--- config.mk ---
export PLATFORM = sky130hd
export DESIGN_NAME = cc_cv_charge_controller_flat
export DESIGN_NICKNAME = d
export VERILOG_FILES = /design/src/design/cccv_pkg.sv /design/src/design/cccv_in_if.sv /design/src/design/cccv_out_if.sv /design/src/design/cccv_core.sv /design/src/design/cc_cv_charge_controller.sv /design/src/flat_wrapper.sv
export SDC_FILE = /design/constraint.sdc
export NUM_CORES = 1
export LEC_CHECK = 0
export ABC_AREA = 1
export BUFFER_PORTS_ARGS = -buffer_cell sky130_fd_sc_hd__buf_2
export CORE_UTILIZATION = 35
export CTS_CLUSTER_DIAMETER = 60
export CTS_CLUSTER_SIZE = 10
export DETAILED_ROUTE_END_ITERATION = 7
export HOLD_SLACK_MARGIN = 0.1
export PLACE_DENSITY = 0.63
export SLEW_MARGIN = 20
export SYNTH_ARGS = -nofsm -noshare
export SYNTH_HDL_FRONTEND = slang
export SYNTH_SLANG_ARGS = --single-unit
--- constraint.sdc ---
create_clock -name clk -period 7.85 [get_ports clk]
set_clock_uncertainty 0.2 [all_clocks]
set_input_delay 0 -clock clk [delete_from_list [all_inputs] [get_ports clk]]
set_output_delay 0 -clock clk [all_outputs]
set_load 0.005 [all_outputs]
--- src/design/cccv_pkg.sv ---
// shared types, codes and reset values for the cc/cv charge controller
package cccv_pkg;

  localparam int CFG_DATA_W = 16;
  localparam int CFG_IDX_W  = 3;

  // register indexes on the configuration port
  typedef enum logic [CFG_IDX_W-1:0] {
    REG_CHARGE_TARGET  = 3'd0,
    REG_CHARGE_MAX     = 3'd1,
    REG_DISCHARGE      = 3'd2,
    REG_CELL_MIN       = 3'd3,
    REG_CELL_MAX       = 3'd4,
    REG_CHARGE_CURRENT = 3'd5,
    REG_CV_HOLD        = 3'd6,
    REG_CHARGE_ENABLE  = 3'd7
  } cfg_reg_t;

  typedef enum logic [1:0] {
    MODE_IDLE = 2'd0,
    MODE_CC   = 2'd1,
    MODE_CV   = 2'd2
  } mode_t;

  typedef enum logic [2:0] {
    EV_NONE     = 3'd0,
    EV_START    = 3'd1,
    EV_ENTER_CV = 3'd2,
    EV_COLD     = 3'd3,
    EV_OVERHEAT = 3'd4,
    EV_TIMEOUT  = 3'd5
  } event_t;

  // reset values of the registers
  localparam logic [9:0]  RST_CHARGE_TARGET  = 10'd588;
  localparam logic [9:0]  RST_CHARGE_MAX     = 10'd588;
  localparam logic [9:0]  RST_DISCHARGE      = 10'd420;
  localparam logic [12:0] RST_CELL_MIN       = 13'd2800;
  localparam logic [12:0] RST_CELL_MAX       = 13'd4200;
  localparam logic [11:0] RST_CHARGE_CURRENT = 12'd0;
  localparam logic [15:0] RST_CV_HOLD        = 16'd7200;

  // current setpoint held while idle, 0.1 A
  localparam logic [11:0] AMP_IDLE = 12'd1;
  // cold derate threshold, 0.1 C
  localparam logic signed [11:0] COLD_DERATE_DC = 12'sd50;
  // 100 * rise > 5 * start  is the same as  20 * rise > start
  localparam logic signed [5:0] RISE_SCALE = 6'sd20;

  typedef struct packed {
    logic [9:0]  charge_target_dv;
    logic [9:0]  charge_max_dv;
    logic [9:0]  discharge_dv;
    logic [12:0] cell_min_mv;
    logic [12:0] cell_max_mv;
    logic [11:0] charge_current_da;
    logic [15:0] cv_hold_s;
    logic        charge_enable;
  } cfg_t;

  typedef struct packed {
    logic [9:0]         pack_dv;
    logic signed [12:0] pack_current_da;
    logic signed [11:0] temp_dc;
    logic [12:0]        max_cell_mv;
    logic [12:0]        min_cell_mv;
    logic [31:0]        now_s;
  } sample_t;

  typedef struct packed {
    logic        charging;
    mode_t       mode;
    logic [9:0]  voltage_setpoint_dv;
    logic [11:0] current_setpoint_da;
    event_t      event_res;
    logic [15:0] cv_remaining_s;
  } result_t;

endpackage

--- src/design/cccv_in_if.sv ---
// sample channel: one periodic check per request
interface cccv_in_if;
  logic               valid;
  logic               ready;
  logic [9:0]         pack_dv;
  logic signed [12:0] pack_current_da;
  logic signed [11:0] temp_dc;
  logic [12:0]        max_cell_mv;
  logic [12:0]        min_cell_mv;
  logic [31:0]        now_s;

  modport source (
    output valid, pack_dv, pack_current_da, temp_dc, max_cell_mv, min_cell_mv, now_s,
    input  ready
  );
  modport sink (
    input  valid, pack_dv, pack_current_da, temp_dc, max_cell_mv, min_cell_mv, now_s,
    output ready
  );
endinterface

--- src/design/cccv_out_if.sv ---
// result channel: charger setpoints and event per check
interface cccv_out_if;
  logic        valid;
  logic        ready;
  logic        charging;
  logic [1:0]  mode;
  logic [9:0]  voltage_setpoint_dv;
  logic [11:0] current_setpoint_da;
  logic [2:0]  event_res;
  logic [15:0] cv_remaining_s;

  modport source (
    output valid, charging, mode, voltage_setpoint_dv, current_setpoint_da, event_res,
           cv_remaining_s,
    input  ready
  );
  modport sink (
    input  valid, charging, mode, voltage_setpoint_dv, current_setpoint_da, event_res,
           cv_remaining_s,
    output ready
  );
endinterface

--- src/design/cccv_core.sv ---
// charge state registers and the per-check update logic
module cccv_core (
  input  logic             clk,
  input  logic             rst,
  input  logic             step,
  input  cccv_pkg::cfg_t    cfg,
  input  cccv_pkg::sample_t item,
  output cccv_pkg::result_t res
);

  logic                  charging;
  cccv_pkg::mode_t       phase;
  logic [9:0]            volt_setpoint;
  logic [11:0]           amp_setpoint;
  logic signed [11:0]    start_temperature;
  logic [31:0]           cv_start;

  logic                  charging_next;
  cccv_pkg::mode_t       phase_next;
  logic [9:0]            volt_setpoint_next;
  logic [11:0]           amp_setpoint_next;
  logic signed [11:0]    start_temperature_next;
  logic [31:0]           cv_start_next;

  logic [11:0]           eff;
  logic [11:0]           cc_limit;
  cccv_pkg::event_t      ev;
  logic [15:0]           remain;
  logic                  entered_cv;
  logic                  stopped;
  logic signed [33:0]    cv_left;
  logic                  cv_due;
  logic signed [17:0]    temp_rise;
  logic signed [17:0]    rise_scaled;
  logic                  overheat;
  logic                  ramp_ok;

  // seconds left to the cv deadline, without wrap
  assign cv_left = $signed({2'b00, cv_start}) + $signed({18'd0, cfg.cv_hold_s})
                 - $signed({2'b00, item.now_s});
  assign cv_due  = cv_left[33] || (cv_left == 34'sd0);

  assign temp_rise   = $signed({{6{item.temp_dc[11]}}, item.temp_dc})
                     - $signed({{6{start_temperature[11]}}, start_temperature});
  assign rise_scaled = temp_rise * 18'(cccv_pkg::RISE_SCALE);
  assign overheat    = rise_scaled > 18'(start_temperature);

  // current limit seen by the cc ramp, derated when cold
  assign cc_limit = ($signed(item.temp_dc) <= cccv_pkg::COLD_DERATE_DC) ? (amp_setpoint >> 2)
                                                                       : amp_setpoint;

  assign ramp_ok = ($signed({item.pack_current_da[12], item.pack_current_da})
                    < $signed({2'b00, cc_limit}))
                && (volt_setpoint < cfg.charge_max_dv);

  always_comb begin
    charging_next          = charging;
    phase_next             = phase;
    volt_setpoint_next     = volt_setpoint;
    amp_setpoint_next      = amp_setpoint;
    start_temperature_next = start_temperature;
    cv_start_next          = cv_start;
    eff                    = amp_setpoint;
    ev                     = cccv_pkg::EV_NONE;
    entered_cv             = 1'b0;
    stopped                = 1'b0;
    remain                 = 16'd0;

    if (charging) begin
      if ($signed(item.temp_dc) <= 12'sd0) begin
        stopped = 1'b1;
        ev      = cccv_pkg::EV_COLD;
      end else begin
        // derate for this check only
        eff = cc_limit;
        if (overheat) begin
          stopped = 1'b1;
          ev      = cccv_pkg::EV_OVERHEAT;
        end else if (phase == cccv_pkg::MODE_CC) begin
          if (item.pack_dv > cfg.charge_target_dv || item.max_cell_mv >= cfg.cell_max_mv) begin
            cv_start_next      = item.now_s;
            phase_next         = cccv_pkg::MODE_CV;
            volt_setpoint_next = cfg.charge_target_dv;
            entered_cv         = 1'b1;
            ev                 = cccv_pkg::EV_ENTER_CV;
          end else if (ramp_ok) begin
            volt_setpoint_next = volt_setpoint + 10'd1;
          end
        end else if (cv_due) begin
          stopped = 1'b1;
          ev      = cccv_pkg::EV_TIMEOUT;
        end
      end
      if (stopped) begin
        charging_next      = 1'b0;
        phase_next         = cccv_pkg::MODE_IDLE;
        amp_setpoint_next  = cccv_pkg::AMP_IDLE;
        volt_setpoint_next = cfg.charge_target_dv;
        eff                = cccv_pkg::AMP_IDLE;
      end
    end else if ((item.pack_dv < cfg.discharge_dv || item.min_cell_mv <= cfg.cell_min_mv)
                 && cfg.charge_enable) begin
      charging_next          = 1'b1;
      phase_next             = cccv_pkg::MODE_CC;
      volt_setpoint_next     = cfg.charge_target_dv;
      amp_setpoint_next      = cfg.charge_current_da;
      start_temperature_next = item.temp_dc;
      eff                    = cfg.charge_current_da;
      ev                     = cccv_pkg::EV_START;
    end

    // a continuing cv check is known to be short of its deadline
    if (charging_next && phase_next == cccv_pkg::MODE_CV) begin
      if (entered_cv) begin
        remain = cfg.cv_hold_s;
      end else if (|cv_left[32:16]) begin
        remain = 16'hFFFF;
      end else begin
        remain = cv_left[15:0];
      end
    end
  end

  always_ff @(posedge clk) begin
    if (rst) begin
      charging          <= 1'b0;
      phase             <= cccv_pkg::MODE_IDLE;
      volt_setpoint     <= cccv_pkg::RST_CHARGE_TARGET;
      amp_setpoint      <= cccv_pkg::AMP_IDLE;
      start_temperature <= 12'sd0;
      cv_start          <= 32'd0;
    end else if (step) begin
      charging          <= charging_next;
      phase             <= phase_next;
      volt_setpoint     <= volt_setpoint_next;
      amp_setpoint      <= amp_setpoint_next;
      start_temperature <= start_temperature_next;
      cv_start          <= cv_start_next;
    end
  end

  assign res.charging            = charging_next;
  assign res.mode                = charging_next ? phase_next : cccv_pkg::MODE_IDLE;
  assign res.voltage_setpoint_dv = volt_setpoint_next;
  assign res.current_setpoint_da = eff;
  assign res.event_res           = ev;
  assign res.cv_remaining_s      = remain;

  a_idle_phase: assert property (@(posedge clk) disable iff (rst)
    !charging |-> phase == cccv_pkg::MODE_IDLE)
    else $error("phase set while not charging");

  a_idle_amp: assert property (@(posedge clk) disable iff (rst)
    !charging |-> amp_setpoint == cccv_pkg::AMP_IDLE)
    else $error("current setpoint not at idle value");

  a_cv_latch: assert property (@(posedge clk) disable iff (rst)
    step && entered_cv |=> cv_start == $past(item.now_s))
    else $error("cv start time not captured");

endmodule

--- src/design/cc_cv_charge_controller.sv ---
// CC/CV charge controller top level: configuration, input and result registers
// Each request is one periodic check of pack voltage, current, temperature and
// cell extremes; it yields one result with the charger setpoints, the mode and
// an event code. One request is taken every clock cycle unless a stalled result keeps
// the input register full; a result is presented once its request has passed the input
// register and then the result register, as the whole charge state update is a single
// pass of compare logic between them. A stalled result holds one further request in the
// input register. Configuration is read live and should be written only while no check
// is in flight.
module cc_cv_charge_controller (
  input  logic                             clk,
  input  logic                             rst,
  input  logic                             cfg_we,
  input  logic [cccv_pkg::CFG_IDX_W-1:0]   cfg_index,
  input  logic [cccv_pkg::CFG_DATA_W-1:0]  cfg_data,
  cccv_in_if.sink                          sample,
  cccv_out_if.source                       result
);

  cccv_pkg::cfg_t    cfg;
  cccv_pkg::sample_t s1;
  logic              s1_valid;
  cccv_pkg::result_t res_comb;
  cccv_pkg::result_t res;
  logic              res_valid;
  logic              advance;
  logic              take;

  assign advance      = s1_valid && (!res_valid || result.ready);
  assign sample.ready = !s1_valid || advance;
  assign take         = sample.valid && sample.ready;

  always_ff @(posedge clk) begin
    if (rst) begin
      cfg.charge_target_dv  <= cccv_pkg::RST_CHARGE_TARGET;
      cfg.charge_max_dv     <= cccv_pkg::RST_CHARGE_MAX;
      cfg.discharge_dv      <= cccv_pkg::RST_DISCHARGE;
      cfg.cell_min_mv       <= cccv_pkg::RST_CELL_MIN;
      cfg.cell_max_mv       <= cccv_pkg::RST_CELL_MAX;
      cfg.charge_current_da <= cccv_pkg::RST_CHARGE_CURRENT;
      cfg.cv_hold_s         <= cccv_pkg::RST_CV_HOLD;
      cfg.charge_enable     <= 1'b0;
    end else if (cfg_we) begin
      case (cccv_pkg::cfg_reg_t'(cfg_index))
        cccv_pkg::REG_CHARGE_TARGET:  cfg.charge_target_dv  <= cfg_data[9:0];
        cccv_pkg::REG_CHARGE_MAX:     cfg.charge_max_dv     <= cfg_data[9:0];
        cccv_pkg::REG_DISCHARGE:      cfg.discharge_dv      <= cfg_data[9:0];
        cccv_pkg::REG_CELL_MIN:       cfg.cell_min_mv       <= cfg_data[12:0];
        cccv_pkg::REG_CELL_MAX:       cfg.cell_max_mv       <= cfg_data[12:0];
        cccv_pkg::REG_CHARGE_CURRENT: cfg.charge_current_da <= cfg_data[11:0];
        cccv_pkg::REG_CV_HOLD:        cfg.cv_hold_s         <= cfg_data[15:0];
        cccv_pkg::REG_CHARGE_ENABLE:  cfg.charge_enable     <= cfg_data[0];
        default: begin
        end
      endcase
    end
  end

  // input register
  always_ff @(posedge clk) begin
    if (rst) begin
      s1_valid <= 1'b0;
    end else if (take) begin
      s1_valid <= 1'b1;
    end else if (advance) begin
      s1_valid <= 1'b0;
    end
  end

  always_ff @(posedge clk) begin
    if (take) begin
      s1.pack_dv         <= sample.pack_dv;
      s1.pack_current_da <= sample.pack_current_da;
      s1.temp_dc         <= sample.temp_dc;
      s1.max_cell_mv     <= sample.max_cell_mv;
      s1.min_cell_mv     <= sample.min_cell_mv;
      s1.now_s           <= sample.now_s;
    end
  end

  cccv_core u_core (
    .clk  (clk),
    .rst  (rst),
    .step (advance),
    .cfg  (cfg),
    .item (s1),
    .res  (res_comb)
  );

  // result register
  always_ff @(posedge clk) begin
    if (rst) begin
      res_valid <= 1'b0;
    end else if (advance) begin
      res_valid <= 1'b1;
    end else if (result.ready) begin
      res_valid <= 1'b0;
    end
  end

  always_ff @(posedge clk) begin
    if (advance) begin
      res <= res_comb;
    end
  end

  assign result.valid               = res_valid;
  assign result.charging            = res.charging;
  assign result.mode                = res.mode;
  assign result.voltage_setpoint_dv = res.voltage_setpoint_dv;
  assign result.current_setpoint_da = res.current_setpoint_da;
  assign result.event_res           = res.event_res;
  assign result.cv_remaining_s      = res.cv_remaining_s;

  a_stall_hold: assert property (@(posedge clk) disable iff (rst)
    s1_valid && res_valid && !result.ready |=> s1_valid)
    else $error("pending request lost under stall");

  a_mode_flag: assert property (@(posedge clk) disable iff (rst)
    res_valid |-> (res.charging == (res.mode != cccv_pkg::MODE_IDLE)))
    else $error("mode disagrees with charging flag");

  a_start_cc: assert property (@(posedge clk) disable iff (rst)
    res_valid && res.event_res == cccv_pkg::EV_START |-> res.mode == cccv_pkg::MODE_CC)
    else $error("start event outside cc mode");

  a_remain_cv: assert property (@(posedge clk) disable iff (rst)
    res_valid && res.cv_remaining_s != 16'd0 |-> res.mode == cccv_pkg::MODE_CV)
    else $error("cv time left outside cv mode");

endmodule

--- src/flat_wrapper.sv ---
// flat-port wrapper written by rule: the top's interface ports become plain ports
module cc_cv_charge_controller_flat 
  (clk, rst, cfg_we, cfg_index, cfg_data, sample_valid, sample_pack_dv, sample_pack_current_da, sample_temp_dc, sample_max_cell_mv, sample_min_cell_mv, sample_now_s, sample_ready, result_valid, result_charging, result_mode, result_voltage_setpoint_dv, result_current_setpoint_da, result_event_res, result_cv_remaining_s, result_ready);
  cccv_in_if sample_i ();
  cccv_out_if result_i ();
  input  logic clk;
  input  logic rst;
  input  logic cfg_we;
  input  logic [cccv_pkg::CFG_IDX_W-1:0] cfg_index;
  input  logic [cccv_pkg::CFG_DATA_W-1:0] cfg_data;
  input wire logic [$bits(sample_i.valid)-1:0] sample_valid;
  input wire logic [$bits(sample_i.pack_dv)-1:0] sample_pack_dv;
  input wire logic [$bits(sample_i.pack_current_da)-1:0] sample_pack_current_da;
  input wire logic [$bits(sample_i.temp_dc)-1:0] sample_temp_dc;
  input wire logic [$bits(sample_i.max_cell_mv)-1:0] sample_max_cell_mv;
  input wire logic [$bits(sample_i.min_cell_mv)-1:0] sample_min_cell_mv;
  input wire logic [$bits(sample_i.now_s)-1:0] sample_now_s;
  output wire logic [$bits(sample_i.ready)-1:0] sample_ready;
  output wire logic [$bits(result_i.valid)-1:0] result_valid;
  output wire logic [$bits(result_i.charging)-1:0] result_charging;
  output wire logic [$bits(result_i.mode)-1:0] result_mode;
  output wire logic [$bits(result_i.voltage_setpoint_dv)-1:0] result_voltage_setpoint_dv;
  output wire logic [$bits(result_i.current_setpoint_da)-1:0] result_current_setpoint_da;
  output wire logic [$bits(result_i.event_res)-1:0] result_event_res;
  output wire logic [$bits(result_i.cv_remaining_s)-1:0] result_cv_remaining_s;
  input wire logic [$bits(result_i.ready)-1:0] result_ready;
  assign sample_i.valid = sample_valid;
  assign sample_i.pack_dv = sample_pack_dv;
  assign sample_i.pack_current_da = sample_pack_current_da;
  assign sample_i.temp_dc = sample_temp_dc;
  assign sample_i.max_cell_mv = sample_max_cell_mv;
  assign sample_i.min_cell_mv = sample_min_cell_mv;
  assign sample_i.now_s = sample_now_s;
  assign sample_ready = sample_i.ready;
  assign result_valid = result_i.valid;
  assign result_charging = result_i.charging;
  assign result_mode = result_i.mode;
  assign result_voltage_setpoint_dv = result_i.voltage_setpoint_dv;
  assign result_current_setpoint_da = result_i.current_setpoint_da;
  assign result_event_res = result_i.event_res;
  assign result_cv_remaining_s = result_i.cv_remaining_s;
  assign result_i.ready = result_ready;
  cc_cv_charge_controller u_core (.clk(clk), .rst(rst), .cfg_we(cfg_we), .cfg_index(cfg_index), .cfg_data(cfg_data), .sample(sample_i), .result(result_i));
endmodule
==> flow_summary.yaml, run 1 <==
clock_network:
  clk_pin_slew_worst_paths_ps: 50
  cts_max_level: 2
  cts_buffers: 39
  max-clock-path-buffers: 3
  clock_latency_ps: 580
  cts_sinks: 293
  root_buffer: "clkbuf_16"
  tritoncts: "yes"
job:
  max-cap-violations: 0
setup_path:
  slowest_stage: "clkinvlp_2"
  cp_max_fo: 15
  crit_top_cell: "inv_1"
  cpPeakStageDelay_ps: 480
  crit_required_ps: 7960
  crit_path_end_kind: "register"
  crit_type: "register to register"
  arrival_ps: 7270
  worstSetupStartpointType: "register"
cells_and_area:
  final_util: 0.454
  fillers: 5026
  nets: 3023
  mostFrequentLayoutCells: "nand2_1 (525), inv_1 (351), dlygate4sd3_1 (234), nor2_1 (200), a21oi_1 (188)"
  seqCellArea_sq_um: 7240
  areaGrowthSynthToFinish_pct: 28.1
  final_common_cell: "nand2_1"
  drive_above_1_share: 0.0983
  multiInputGateArea_sq_um: 9230
  fin_cells: 3447
  diodes: 0
sta:
  min_period_ps: 7150
  finalCritPeriodShare: 0.911
  rsz0062_at_grt: "no"
  tns_ps: 0
  finalSetupViolCount: 0
  hold_ws_ps: 144
  hold_viol: 0
  finalWorstSetupSlack_ps: 695
  slew_violations: 0
  max_freq_ghz: 0.140
  tightest_slew_ps: 965
  relSlewSlack: 0.357
global_route:
  antenna_found_initial: 1
  grt_max_degree: 80
  grt-ovfl-total: 0
  first_global_vias: 15828
  grt_usage: 0.197
  grt_pass1_wl_um: 83700
logic_synthesis:
  ys.flop_type: "dfxtp_1"
  synth_seq_cells: 293
  syn_area_per_cell_sq_um: 7.69
  netlist_instances: 2358
  synth_cell_types: 54
  synth_area_sq_um: 18100
  syn_nets: 2642
  synth-edff-count: 137
  async_flop_share: 0
  yosysWarnings: 0
  synth-seq-area-share: 0.399
place:
  gp_congestion: 0.911
  dpl.hpwl_um: 38600
  placedCellCount: 3142
  numPortBuffers: 162
  place_ws_ps: 572
die:
  core.rowCount: 83
  io_pins: 163
  initial_core_util: 0.354
  core_sq_um: 51200
  design.die.area_sq_um: 52700
  die_x_um: 230
  die_height_um: 230
power_and_ir_drop:
  p_leak_uw: 0.0110
  powerDensity_nw_per_um2: 187
  ir_drop_v: 0.000137
detailed_routing:
  routed_wl_um: 52800
  drc: 0
  post_drt_wl_per_cell_um: 15.3
  drtIter0Drc: 1143
  viasPerCell: 4.89
  postRouteAntennaNets: 0
  vias: 16839
  dr.pass1.iters: 5
run_status:
  outcome: "finished clean"
min_path:
  hp-class: "input port to register"
where the power goes:
group	switching [uW]	leakage (uW)	internal [uW]	total [uW]
Clock	711	0.000622	1060	1770
Sequential	46.6	0.00260	1670	1720
Combinational	499	0.00773	349	849
kinds of logic after synthesis:
kind of cell / count (synthesis) / synth area share
and+or+nand+nor: 954 / 0.224
buffers and inverters: 432 / 0.0923
AOI/OAI and AO/OA: 441 / 0.133
adders and majority gates: 167 / 0.117
DFF: 293 / 0.399
xor gates and xnor gates: 70 / 0.0338
muxes: 1 / 0.000552
worst paths after layout:
path                          startpoint                                       endpoint  slack [ps]  cells past startpoint
max              u_core.s1[58]$_DFFE_PP_  u_core.result.cv_remaining_s[1]$_SDFFCE_PN0P_         700                     38
min                         cfg_data[10]                    u_core.cfg[11]$_SDFFE_PP1P_         140                      4
max reg2reg      u_core.s1[58]$_DFFE_PP_  u_core.result.cv_remaining_s[1]$_SDFFCE_PN0P_         700                     38
min reg2reg  u_core.cfg[73]$_SDFFE_PP0P_                    u_core.cfg[73]$_SDFFE_PP0P_         260                      2
worst max-delay path: cells and delay by family (launching register included):
| family | cells | cell delay, ps |
|---|---|---|
| and+or+nand+nor | 9 | 1210 |
| AOI/OAI and AO/OA | 13 | 2170 |
| xor gates and xnor gates | 3 | 480 |
| adders and majority gates | 5 | 1560 |
| DFF | 1 | 340 |
| buffers and inverters | 8 | 940 |
state kept, by name (all words and copies together), names as in the netlist:
name                               cells
u_core.u_core.amp_setpoint            12
u_core.result.valid                    1
u_core.result.event_res                3
u_core.u_core.cv_start                32
u_core.result.voltage_setpoint_dv     10
u_core.cfg                            85
u_core.u_core.charging                 1
u_core.result.cv_remaining_s          16
u_core.s1                             93
u_core.u_core.start_temperature       12
u_core.s1_valid                        1
u_core.result.charging                 1
u_core.u_core.phase                    2
u_core.result.mode                     2
u_core.result.current_setpoint_da     12
u_core.u_core.volt_setpoint           10
synthesized netlist by cell type (all sizes together), types with 2 or more instances:
master,number,share of area
a211oi,4,0.0017
a21boi,5,0.0021
a21o,2,0.00083
a21oi,188,0.052
a22oi,22,0.0091
a31oi,4,0.0014
and2,5,0.0017
buf,20,0.0068
clkbuf,46,0.0096
clkinv,5,0.0010
dfxtp,156,0.17
edfxtp,137,0.23
fa,4,0.0044
ha,163,0.11
inv,361,0.075
nand2,532,0.11
nand3,130,0.036
nand3b,7,0.0029
nand4,26,0.0093
nor2,212,0.047
nor3,33,0.012
nor4,7,0.0024
o211ai,24,0.0099
o21ai,174,0.048
o21bai,10,0.0041
o31ai,2,0.00083
xnor2,24,0.012
xor2,46,0.022
area by class of cell:
type	count	area share
repair inverters	1	0.000216
repair buffers	405	0.139
clock buffers	61	0.0496
flip-flops and latches	293	0.312
well taps	680	0.0366
clock inverters	8	0.00609
inverters	366	0.0596
multi-input cells	1633	0.397
metrics by stage:
stage	power (uW)	instance area [sq um]
6_report	4330	23200
2_1_floorplan	2270	18100
5_1_grt	4550	23200
3_3_place_gp	2480	19600
4_1_cts	4370	23200
3_5_place_dp	2500	19600
layer usage:
layer  vias up  routed length [um]  GRT usage
met2       449               23300      0.311
met5         -                  13          0
met1      7757               24800      0.272
li1       8541                   -          -
met4         2                1450     0.0644
met3        90                3220     0.0340
repair_timing:
item / in CTS / in global routing
endpoints found under the hold margin: 231 / 0
setup buffers: 0 / 1
endpoints found under the setup margin: 0 / 32
gates resized for setup: 0 / 2
hold buffers: 234 / 0
Note: power is estimated with default switching activity, not from simulation.
==> inputs of run 2 (changes only) <==
Settings changed: ABC_AREA 1 to default.
Clock period 7.85 ns to 9.23 ns, I/O delays scaled along.
==> run 2 against run 1 <==
Net effect:
- final cell count shrank 13%
- combinational power shrank 34%
- hold slack gained 14 ps
- count of clock-buffer cells in the layout is the same
- register-to-register slack gained 510 ps
- global-route usage grew 1.1 points
- maximum frequency shrank 11%
- critical path type unchanged
- largest power group is now sequential cells
- highest routed layer is now met4
==> flow_summary.yaml, run 2 <==
detailed_routing:
  viasPerCell: 5.23
  drc: 0
  routed_wl_um: 52600
  postRouteAntennaNets: 0
  vias: 15675
  drtIter0Drc: 977
  dr.pass1.iters: 7
  post_drt_wl_per_cell_um: 17.5
power_and_ir_drop:
  ir_drop_v: 0.0000998
  p_leak_uw: 0.00924
  powerDensity_nw_per_um2: 154
  total_power_uw: 3440
cells_and_area:
  reg.largest.list: "u_core.s1 (93), u_core.cfg (85), u_core.u_core.cv_start (32)"
  final_common_cell: "nand2_1"
  regMostFlops: "u_core.s1"
  nets: 2590
  diodes: 0
  mostFrequentLayoutCells: "nand2_1 (312), dlygate4sd3_1 (239), a21oi_1 (198), ha_1 (163), buf_2 (161)"
  finalInstanceArea_sq_um: 22400
  drive_above_1_share: 0.111
  areaGrowthSynthToFinish_pct: 29.3
  largest_reg_flops: 93
  fillers: 4720
  fin_cells: 2999
sta:
  finalSetupViolCount: 0
  tightest_slew_ps: 1060
  finalCritPeriodShare: 0.869
  min_period_ps: 8020
  hold_ws_ps: 158
  relSlewSlack: 0.290
  slew_violations: 0
  max_freq_ghz: 0.125
  hold_viol: 0
  rsz0062_at_grt: "no"
  tns_ps: 0
logic_synthesis:
  synth-edff-count: 137
  netlist_instances: 1929
  synth_common_cells: "nand2_1 (312), a21oi_1 (198), ha_1 (163)"
  synth_seq_cells: 293
  synth_top_area_frac: 0.238
  ys.flop_type: "dfxtp_1"
  syn_area_per_cell_sq_um: 8.97
  post-synth-top-count-cell: "nand2_1"
  yosysWarnings: 0
  async_flop_share: 0
  synth_cell_types: 77
  synth.top_cells.by_area: "edfxtp_1 (24%), dfxtp_1 (18%), ha_1 (12%), nand2_1 (6.8%), a21oi_1 (5.7%)"
  yosysTopAreaCell: "edfxtp_1"
  syn_nets: 2213
  synth_area_sq_um: 17300
  synth-seq-area-share: 0.418
global_route:
  grt-ovfl-total: 0
  grt_usage: 0.209
  first_global_vias: 15688
  grt_max_degree: 66
  grt_pass1_wl_um: 83400
  antenna_found_initial: 0
setup_path:
  crit_required_ps: 9380
  crit_type: "register to register"
  crit_path_end_kind: "register"
  worstReg2RegEnd: "u_core.result.cv_remaining_s[13]$_SDFFCE_PN0P_"
  slowest_stage: "nand3_1"
  ff2ff_path_depth: 32
  arrival_ps: 8170
  cpPeakStageDelay_ps: 640
  r2r-start: "u_core.s1[58]$_DFFE_PP_"
  crit_family: "compound AO/OA/AOI/OAI gates"
  cp_max_fo: 35
  crit_top_cell: "o21ai_0"
  critPathBufInv: 2
  r2r_setup_slack_ps: 1210
  worstSetupStartpointType: "register"
die:
  io_pins: 163
  core.rowCount: 81
  design.die.area_sq_um: 50300
  die_x_um: 224
  initial_core_util: 0.354
  die_height_um: 224
  core_sq_um: 48800
clock_network:
  tritoncts: "yes"
  cts_max_level: 2
  cts_setup_buffers: 0
  clock_latency_ps: 560
  ctsResizeCount: 0
  cts_hold_buf: 239
  root_buffer: "clkbuf_16"
  clk_pin_slew_worst_paths_ps: 60
  cts_sinks: 293
  cts_buffers: 39
  max-clock-path-buffers: 3
place:
  placedCellCount: 2690
  numPortBuffers: 162
  place_area_sq_um: 18800
  dpl.hpwl_um: 37200
  gp_congestion: 0.944
min_path:
  min_from: "cfg_data[10]"
  hold_depth: 4
  hp-class: "input port to register"
  holdPathEnd: "u_core.cfg[11]$_SDFFE_PP1P_"
run_status:
  outcome: "finished clean"
job:
  max-cap-violations: 0
==> run 2: power breakdown <==
part	leakage [uW]	switching, uW	internal, uW	total, uW
registers	0.00260	34.3	1410	1440
logic	0.00605	301	256	558
clock network	0.000592	578	865	1440
total	0.00924	913	2530	3440
==> run 2: worst register-to-register path: cells and delay by family, from the launching register on <==
family	cells	cell delay, ps
AO/OA/AOI/OAI	15	3250
XOR/XNOR	2	370
adder cells (fa/ha/maj)	5	1580
buffers and inverters	2	370
flip-flops	1	420
AND/OR/NAND/NOR	8	1640
==> run 2: routing by layer <==
metal / part of all wire / track usage / vias to the layer above
met1: 0.44 / 0.266 / 7459
met2: 0.47 / 0.352 / 460
met3: 0.046 / 0.0304 / 120
met4: 0.040 / 0.0893 / 0
li1: - / - / 7636
met5: 0 / 0 / -
==> run 2: worst max-delay path by stage <==
stage / from / to / slack, ps / depth (start not counted)
finish: u_core.s1[58]$_DFFE_PP_ / u_core.result.cv_remaining_s[13]$_SDFFCE_PN0P_ / 1210 / 32
global route: u_core.s1[58]$_DFFE_PP_ / u_core.result.cv_remaining_s[14]$_SDFFCE_PN0P_ / 560 / 32
CTS: u_core.s1[58]$_DFFE_PP_ / u_core.result.cv_remaining_s[13]$_SDFFCE_PN0P_ / 1150 / 32
detailed placement: u_core.s1[58]$_DFFE_PP_ / u_core.result.cv_remaining_s[9]$_SDFFCE_PN0P_ / 1210 / 32
global placement: u_core.s1[58]$_DFFE_PP_ / u_core.result.cv_remaining_s[14]$_SDFFCE_PN0P_ / 1300 / 32
floorplan: u_core.s1[58]$_DFFE_PP_ / u_core.u_core.cv_start[10]$_SDFFE_PP0P_ / 2920 / 33
==> run 2: final cells by class <==
type / instances / area, sq um / share of cell area
timing repair buffer: 416 / 3320 / 0.148
inverter: 136 / 510 / 0.0228
clock inverter: 9 / 97.6 / 0.00436
multi-input combinational: 1420 / 9260 / 0.414
tap: 664 / 831 / 0.0371
sequential: 293 / 7240 / 0.323
clock buffer: 61 / 1120 / 0.0501
==> run 2: kinds of logic after synthesis <==
kind of cell	Yosys count	synth area share
AO/OA/AOI/OAI	510	0.190
XOR/XNOR	72	0.0364
adder cells (fa/ha/maj)	167	0.122
buffers and inverters	216	0.0483
flip-flops	293	0.418
multiplexers	27	0.0158
AND/OR/NAND/NOR	644	0.169
==> run 2: through the flow <==
step                setup WS (ps)  utilization
floorplan                    2920            -
global placement             1300        0.384
detailed placement           1210        0.384
CTS                          1150        0.458
global route                  563        0.458
finish                       1210        0.458
